<file path="src/hdl/credential_table_matcher_core_defines.svh">
// Assertion macros shared by the credential table matcher RTL.
// Each macro samples on clk and is disabled while arst_n is low.
`ifndef CREDENTIAL_TABLE_MATCHER_CORE_DEFINES_SVH
`define CREDENTIAL_TABLE_MATCHER_CORE_DEFINES_SVH

// Invariant that holds at every clock edge
`define CTM_ASSERT(lbl, expr) \
	lbl: assert property (@(posedge clk) disable iff (!arst_n) (expr)) \
		else $error("invariant violated");

// Same-cycle implication
`define CTM_ASSERT_IMPL(lbl, ante, cons) \
	lbl: assert property (@(posedge clk) disable iff (!arst_n) (ante) |-> (cons)) \
		else $error("implication violated");

// Next-cycle implication
`define CTM_ASSERT_NEXT(lbl, ante, cons) \
	lbl: assert property (@(posedge clk) disable iff (!arst_n) (ante) |=> (cons)) \
		else $error("next-cycle implication violated");

`endif

</file>
<file path="src/hdl/ctm_pkg.sv">
// Package for the credential table matcher: sizes, operation codes,
// beat layouts and the structs passed between the top level and the cells.
// No dependencies.
`default_nettype none

package ctm_pkg;

	// Table geometry
	localparam int CAPACITY    = 256;
	localparam int ID_DIGITS   = 8;
	localparam int PASS_DIGITS = 5;

	localparam int ID_W   = 4 * ID_DIGITS;
	localparam int PASS_W = 4 * PASS_DIGITS;
	localparam int LEN_W  = 3;
	localparam int FLR_W  = 8;
	localparam int EIDX_W = 8;
	localparam int OP_W   = 3;
	localparam int FIDX_W = 8;

	localparam int IDX_W = (CAPACITY > 1) ? $clog2(CAPACITY) : 1;
	localparam int CNT_W = $clog2(CAPACITY + 1);
	localparam int SEL_W = (IDX_W > EIDX_W) ? IDX_W : EIDX_W;

	// Input beat layout (tdata), lowest field first
	localparam int OFS_ID   = 0;
	localparam int OFS_PASS = OFS_ID + ID_W;
	localparam int OFS_LEN  = OFS_PASS + PASS_W;
	localparam int OFS_FLR  = OFS_LEN + LEN_W;
	localparam int OFS_EIDX = OFS_FLR + FLR_W;
	localparam int S_RAW_W  = OFS_EIDX + EIDX_W;
	localparam int S_DATA_W = ((S_RAW_W + 7) / 8) * 8;

	// Output beat layout (tdata)
	localparam int OFS_FLAG  = 0;
	localparam int OFS_FOUND = 1;
	localparam int OFS_FIDX  = 2;
	localparam int M_RAW_W   = OFS_FIDX + FIDX_W;
	localparam int M_DATA_W  = ((M_RAW_W + 7) / 8) * 8;

	localparam logic [FIDX_W-1:0] NOT_FOUND_INDEX = '1;

	// Operation codes
	localparam logic [OP_W-1:0] OP_CHECK  = 3'd0;
	localparam logic [OP_W-1:0] OP_GET    = 3'd1;
	localparam logic [OP_W-1:0] OP_TOGGLE = 3'd2;
	localparam logic [OP_W-1:0] OP_BLOCK  = 3'd3;
	localparam logic [OP_W-1:0] OP_ADD    = 3'd4;

	// Query held by the top level for the whole pass, seen by every cell
	typedef struct packed {
		logic [OP_W-1:0]   op;
		logic [ID_W-1:0]   card_id;
		logic [PASS_W-1:0] password;
		logic [LEN_W-1:0]  password_length;
		logic [PASS_W-1:0] pass_mask;
		logic [FLR_W-1:0]  floor_number;
		logic [EIDX_W-1:0] entry_index;
	} query_t;

	// Token handed from cell to cell
	typedef struct packed {
		logic             vld;
		logic             hit;
		logic [IDX_W-1:0] idx;
	} tok_t;

	// Mask over the leading min(len, PASS_DIGITS) digits of the password word
	function automatic logic [PASS_W-1:0] pass_mask(input logic [LEN_W-1:0] len);
		logic [PASS_W-1:0] m;
		m = '0;
		for (int d = 0; d < PASS_DIGITS; d++) begin
			if (int'(len) > d) begin
				m[PASS_W-1-4*d -: 4] = 4'hf;
			end
		end
		return m;
	endfunction

endpackage

`default_nettype wire

</file>
<file path="src/hdl/ctm_cell.sv">
// One table entry of the credential table matcher and its token stage.
// Depends on ctm_pkg.
`default_nettype none

module ctm_cell (
	input  logic                      clk,
	input  logic                      arst_n,
	input  logic                      adv,
	input  logic [ctm_pkg::IDX_W-1:0] cell_idx,
	input  logic [ctm_pkg::CNT_W-1:0] count,
	input  ctm_pkg::query_t           query,
	input  ctm_pkg::tok_t             tok_in,
	output ctm_pkg::tok_t             tok_out
);
	import ctm_pkg::*;

	// Entry contents, undefined until the add that writes them
	logic [ID_W-1:0]   id_q;
	logic [PASS_W-1:0] pass_q;
	logic [LEN_W-1:0]  len_q;
	logic [FLR_W-1:0]  floor_q;
	logic              inside_q;
	logic              blocked_q;

	tok_t tok_q;

	logic live, is_tail, sel, id_eq, pw_eq, act;
	logic new_hit, do_toggle, do_block, do_add;

	// Entry decode against the query
	assign live    = CNT_W'(cell_idx) < count;
	assign is_tail = CNT_W'(cell_idx) == count;
	assign sel     = SEL_W'(cell_idx) == SEL_W'(query.entry_index);
	assign id_eq   = id_q == query.card_id;
	assign pw_eq   = (len_q == query.password_length) &&
		(((pass_q ^ query.password) & query.pass_mask) == '0);
	assign act     = tok_in.vld && adv;

	// Per-operation action of this cell
	always_comb begin
		new_hit   = 1'b0;
		do_toggle = 1'b0;
		do_block  = 1'b0;
		do_add    = 1'b0;
		case (query.op)
			OP_CHECK: begin
				new_hit = !tok_in.hit && live && !blocked_q && id_eq && pw_eq;
			end
			OP_GET: begin
				new_hit = !tok_in.hit && live && id_eq;
			end
			OP_TOGGLE: begin
				do_toggle = live && sel;
			end
			OP_BLOCK: begin
				do_block = live && sel;
			end
			OP_ADD: begin
				do_add = is_tail;
			end
			default: begin
			end
		endcase
	end

	// Entry storage
	always_ff @(posedge clk) begin
		if (act && do_add) begin
			id_q      <= query.card_id;
			pass_q    <= query.password;
			len_q     <= query.password_length;
			floor_q   <= query.floor_number;
			inside_q  <= 1'b0;
			blocked_q <= 1'b0;
		end else begin
			if (act && do_toggle) begin
				inside_q <= !inside_q;
			end
			if (act && do_block) begin
				blocked_q <= 1'b1;
			end
		end
	end

	// Token stage toward the next cell
	always_ff @(posedge clk or negedge arst_n) begin
		if (!arst_n) begin
			tok_q <= '0;
		end else if (adv) begin
			tok_q.vld <= tok_in.vld;
			tok_q.hit <= tok_in.hit || new_hit || do_add || (do_toggle && !inside_q);
			tok_q.idx <= new_hit ? cell_idx : tok_in.idx;
		end
	end

	assign tok_out = tok_q;

endmodule

`default_nettype wire
</file>
<file path="config.mk">
export PLATFORM = sky130hd
export DESIGN_NAME = ctm_cell
export DESIGN_NICKNAME = d
export VERILOG_FILES = /design/src/hdl/credential_table_matcher_core_defines.svh /design/src/hdl/ctm_pkg.sv /design/src/hdl/ctm_cell.sv
export SDC_FILE = /design/constraint.sdc
export NUM_CORES = 1
export LEC_CHECK = 0
export CELL_PAD_IN_SITES_DETAIL_PLACEMENT = 0
export CELL_PAD_IN_SITES_GLOBAL_PLACEMENT = 1
export CORE_ASPECT_RATIO = 0.5
export CORE_MARGIN = 1.5
export CORE_UTILIZATION = 36
export DETAILED_ROUTE_END_ITERATION = 16
export DONT_BUFFER_PORTS = 1
export PLACE_DENSITY_LB_ADDON = 0.1
export SYNTH_ARGS = -nofsm -noshare
export SYNTH_HDL_FRONTEND = slang
export SYNTH_SLANG_ARGS = --single-unit
</file>
<file path="constraint.sdc">
create_clock -name clk -period 4.3 [get_ports clk]
set_input_delay 0.645 -clock clk [delete_from_list [all_inputs] [get_ports clk]]
set_output_delay 0.645 -clock clk [all_outputs]
set_load 0.005 [all_outputs]
</file>
[Word level (Yosys, flattened, before mapping)]
Cells that the tools add are included.
Storage, ports and cells
  ROM bits: 0
  memories kept: 0
  flip-flop bits (word level): 67
  input port bits: 124
  latch bits: 0
  bits in writable memories: 0
Operators by class
  muxes and demuxes: 5
  bitwise gates (word level): 2
  $lt $le $gt $ge: 1
  shifts and indexed selects: 0
  equality and inequality tests: 8
  multipliers: 0
  add/sub/neg operators: 0
  divide/modulo/power cells: 0
  reductions and logical operators: 20
Operator list (number)
  $eq 32x32->1: 1
  $and 20x20->20: 1
  $logic_not 20->1: 1
  $xor 20x20->20: 1
  $logic_and 1x1->1: 12
  $eq 8x9->1: 1
  $lt 8x9->1: 1
  $eq 8x8->1: 1
  $mux 8: 1
  $eq 3x2->1 const B: 2
  $eq 3x1->1 const B: 1
  $eq 3x3->1: 1
  $eq 3x3->1 const B: 1
  $logic_not 1->1: 3
  $logic_not 3->1: 1
  $logic_or 1x1->1: 3
  $mux 1: 3
  $pmux 1 s2: 1

[Logic depth before layout (Yosys ltp)]
  depth after elaboration: 9
  mapped depth: 9

[Worst setup path after synthesis]
Ideal clock, no wire load.
  path type: input to register
  from: in count[7] (netlist name)
  to: reg blocked_q
  data arrival time: 4007 ps
  stages: 7
  buffers on the path: 0
  path slack: 177 ps
  required time: 4185 ps
  cells stage by stage: inv_1 > ha_1 > nor2b_1 > and3_1 > nand3_1 > nor2_1 > o21ba_2
Between the ends
  cells in the longest elaborated chain, start to end: 4
  elaborated cells between the ends (all ways): 7
RTL lines
  from (decl): RTL line ctm_cell.sv:10  | input logic [ctm_pkg::CNT_W-1:0] count,
  $lt 8x9->1: RTL line ctm_cell.sv:31  | assign live = CNT_W'(cell_idx) < count;
  $logic_and 1x1->1: RTL line ctm_cell.sv:56  | do_block = live && sel;
  $mux 1: RTL line ctm_cell.sv:45  | case (query.op)
  $logic_and 1x1->1: RTL line ctm_cell.sv:79  | if (act && do_block) begin
  to (signal assigned): RTL line ctm_cell.sv:74  | blocked_q <= 1'b0;
  to (signal assigned): RTL line ctm_cell.sv:80  | blocked_q <= 1'b1;
  to (decl): RTL line ctm_cell.sv:23  | logic blocked_q;
Parallel ways exist; a longest one is shown, timed or not.
A chain may end at the register's enable or synchronous reset.

[Final worst setup path]
  from: reg id_q[14]
  to: reg tok_q (netlist bit tok_out[7])
Between the ends
  cells in the longest elaborated chain, start to end: 5
  elaborated cells between the ends (all ways): 6
RTL lines
  from (decl): RTL line ctm_cell.sv:18  | logic [ID_W-1:0] id_q;
  from (signal assigned): RTL line ctm_cell.sv:69  | id_q <= query.card_id;
  $eq 32x32->1 *: RTL line ctm_cell.sv:34  | assign id_eq = id_q == query.card_id;
  $logic_and 1x1->1 (2 in a row): RTL line ctm_cell.sv:47  | new_hit = !tok_in.hit && live && !blocked_q && id_eq && pw_eq;
  $pmux 1 s2 *: RTL line ctm_cell.sv:45
  $mux 8 *: RTL line ctm_cell.sv:92  | tok_q.idx <= new_hit ? cell_idx : tok_in.idx;
  to (decl): RTL line ctm_cell.sv:25  | tok_t tok_q;
Mark *: on every way between the ends. The rest lies on a longest branch, timed or not.

==> impl_metrics.csv <==
group,metric,value,unit
status,status,"finished clean",
setup_path,crit_chain,"xor2_1 > nor4_1 > nand4_1 > nor3_2 > o211ai_2 > or3b_1 > a31oi_1",
sta,worst_pin_slew,0.725,ns
drt,dr.pass1.iters,4,
sta,fmax,420,MHz
power,seqPwrFrac,46.2,%
drt,wl_met1,2870,um
sta,skew,0.00546,ns
cells_and_area,areaGrowthSynthToFinish,14.2,%
clocking,clk_pin_slew,0.06,ns
clocking,insertion_delay,0.33,ns
placement,io_buffer_count,0,
power,powerDensity,418,nW/um2
cells_and_area,diodes,0,
synth,synth_top_cell_by_area,"edfxtp_1",
synth,synth_top_area_share,50.6,%
power,ir_drop,0.000174,V
synth,ys_seq_area_share,59.5,%
placement,hpwl,5090,um
setup_path,slowest_delay,0.45,ns
synth,syn_avg_cell_area,13.1,um2
synth,ys_ff_latch,67,
clocking,cts-root-buf,"clkbuf_16",
cells_and_area,drive_above_1_share,7.95,%
power,p_switching,303,uW
drt,dr.max_layer_used,"met4",
placement,dp.cells,365,
clocking,postCtsSetupRepairBufs,0,
clocking,htreeDepth,3,
drt,wire_per_inst,17.5,um
sta,slew_viol_final,0,
synth,synthTopCellsByArea,"edfxtp_1 51%, xor2_1 13%, dfrtp_1 7.7%, xnor2_1 4.0%, ha_1 3.1%",
min_path,hold_class,"input pin to flip-flop",
setup_path,cp.required,4.55,ns
sta,post-route-period-util,55.3,%
sta,hold_ws,0.411,ns
setup_path,r2r_slack,1.92,ns
setup_path,critPathKind,"flip-flop to flip-flop",
synth,syn-num-nets,382,
die,core,8770,um2
clocking,cts.sinks,67,
global_routing,grt_pass1_wl,10500,um
cells_and_area,layout_commonest_cell,"edfxtp_1",
sta,setup_violations,0,
sta,hold_violations,0,
placement,post-place-ws,1.60,ns
setup_path,rr_endpoint,"tok_out[7]$_DFFE_PN0P_",
drt,num_vias,1946,
drt,vias_per_cell,5.11,
die,die_x,138,um
power,switching_share,19.4,%
setup_path,r2r-start,"id_q[14]$_DFFE_PP_",
drt,drc,0,
setup_path,critPathSlowestCell,"or3b_1",
job,maxCapViolCount,0,
power,combPwrFrac,4.5,%
cells_and_area,fin_cells,381,
sta,min_period,2.38,ns
setup_path,critPathLaunch,"id_q[14]$_DFFE_PP_",
power,leakage,0.00131,uW
global_routing,gr-total-overflow,0,
drt,routed_wl,6660,um
cells_and_area,final_cell_mix,"55 x edfxtp_1, 48 x xor2_1, 15 x xnor2_1, 12 x inv_1",
sta,slew_headroom,51.7,%
drt,first_iter_violations,82,
drt,wl_met3,705,um
synth,yosysWarnings,0,
setup_path,startpoint_type,"flip-flop",
die,die_area,9680,um2
global_routing,antenna_found_initial,0,
setup_path,crit_family,"simple AND/OR/NAND/NOR gates",
clocking,cts_tree,"done",
global_routing,grt_pass1_vias,2094,
synth,synth_edf_count,55,
sta,setup_tns,0,ns
global_routing,track_usage,14.7,%
clocking,clockBufferDepth,2,
synth,syn_area,3260,um2
drt,wl_met2,3010,um
clocking,cts_buffers,9,
power,internal_power,1250,uW
synth,postSynth.asyncResetShare,14.9,%
drt,ant_nets,0,
synth,synthCells,250,
die,rows,24,
cells_and_area,finalNetCount,392,
synth,yosysUniqueCellTypes,36,
setup_path,crit_buf_inv,0,
power,clockPowerShare,49.3,%
setup_path,crit_arrival,2.63,ns
global_routing,grt_max_degree,57,
setup_path,path_depth,7,
setup_path,critPathCaptureType,"flip-flop",
setup_path,cp_max_fo,17,
die,boundaryPins,134,
setup_path,endpoint,"tok_out[7]$_DFFE_PN0P_",
die,die_y,70.3,um
sta,rsz0062_at_grt,"no",
setup_path,rr_worst_depth,7,
die,start_util,37.2,%
placement,place_congestion,0.688,
sta,layout_setup_ws,1.92,ns
synth,synth-main-ff-cell,"edfxtp_1",
==> area by class of cell <==
cell class | instances | area, um2
clock buffers | 10 | 229
fillers | 828 | 5040
flip-flops and latches | 67 | 1940
repair buffers | 3 | 25.0
well taps | 117 | 146
inverters | 12 | 45.0
multi-input cells | 167 | 1260
clock inverters | 5 | 77.6
==> logic make-up (layout without fill, tap and decap cells) <==
logic type      after synthesis  count (layout)  synth area share (%)
simple gates                 57              57                  10.4
compound gates               39              39                  8.05
fa+ha+maj                     8               8                  3.07
flops                        67              67                  59.5
xor+xnor                     63              63                  16.9
buf+inv                      16              30                  2.07
==> registers in the layout (all words and copies together), names as in the netlist <==
name       cells
blocked_q      1
id_q          32
inside_q       1
len_q          3
pass_q        20
tok_out       10
==> metrics by stage <==
stage | util, % | power [uW] | area (um2)
after floorplan | - | 789 | 3260
after global placement | 38.9 | 799 | 3410
after detailed placement | 38.9 | 800 | 3410
after CTS | 42.5 | 1580 | 3730
after global routing | 42.5 | 1620 | 3730
final | 42.5 | 1560 | 3730
==> routing by layer <==
layer,GRT usage [%],up-vias
met4,5.26,0
met1,17.2,918
li1,-,943
met3,7.12,8
met5,0,-
met2,23.4,77
==> cell usage after synthesis, types with 2 or more instances <==
cell	number
edfxtp_1	55
xor2_1	48
xnor2_1	15
inv_1	12
nor2_1	12
o21ai_0	11
a22oi_1	10
dfrtp_1	10
a31oi_1	8
ha_1	8
nor4_1	7
or3b_1	7
nand4_1	6
nand2_1	4
nand3_1	4
nor3_1	4
clkbuf_1	3
nor2b_1	3
or3_1	3
a21oi_1	2
dfxtp_1	2
nand3b_1	2
==> timing repair <==
item,4_1_cts,5_1_grt
endpoints found under the hold margin,10,0
hold buffers,1,0
resized for setup,0,0
==> worst min-delay path by stage <==
stage                                  end  cells after the start      start
global placement    tok_out[2]$_DFFE_PN0P_                      0     arst_n
detailed placement  tok_out[2]$_DFFE_PN0P_                      0     arst_n
finish                  id_q[14]$_DFFE_PP_                      0  query[73]
global route          pass_q[14]$_DFFE_PP_                      0  query[53]
floorplan           tok_out[0]$_DFFE_PN0P_                      0     arst_n
CTS                    pass_q[0]$_DFFE_PP_                      0  query[39]
==> power by group through the flow <==
stage	Combinational, uW	Sequential, uW	Clock [uW]
after global routing	81.8	720	814
after detailed placement	68.3	732	0
after CTS	71.6	719	791
after floorplan	59.4	730	0
after global placement	67.1	732	0
final	70.3	719	767
==> worst reg2reg max path, delay by kind of cell (launching register included) <==
kind | cells | cell delay, ns
XOR/XNOR | 1 | 0.15
AND/OR/NAND/NOR | 4 | 1.31
flip-flops | 1 | 0.37
AO/OA/AOI/OAI | 2 | 0.47
(Power assumes the default switching activity.)
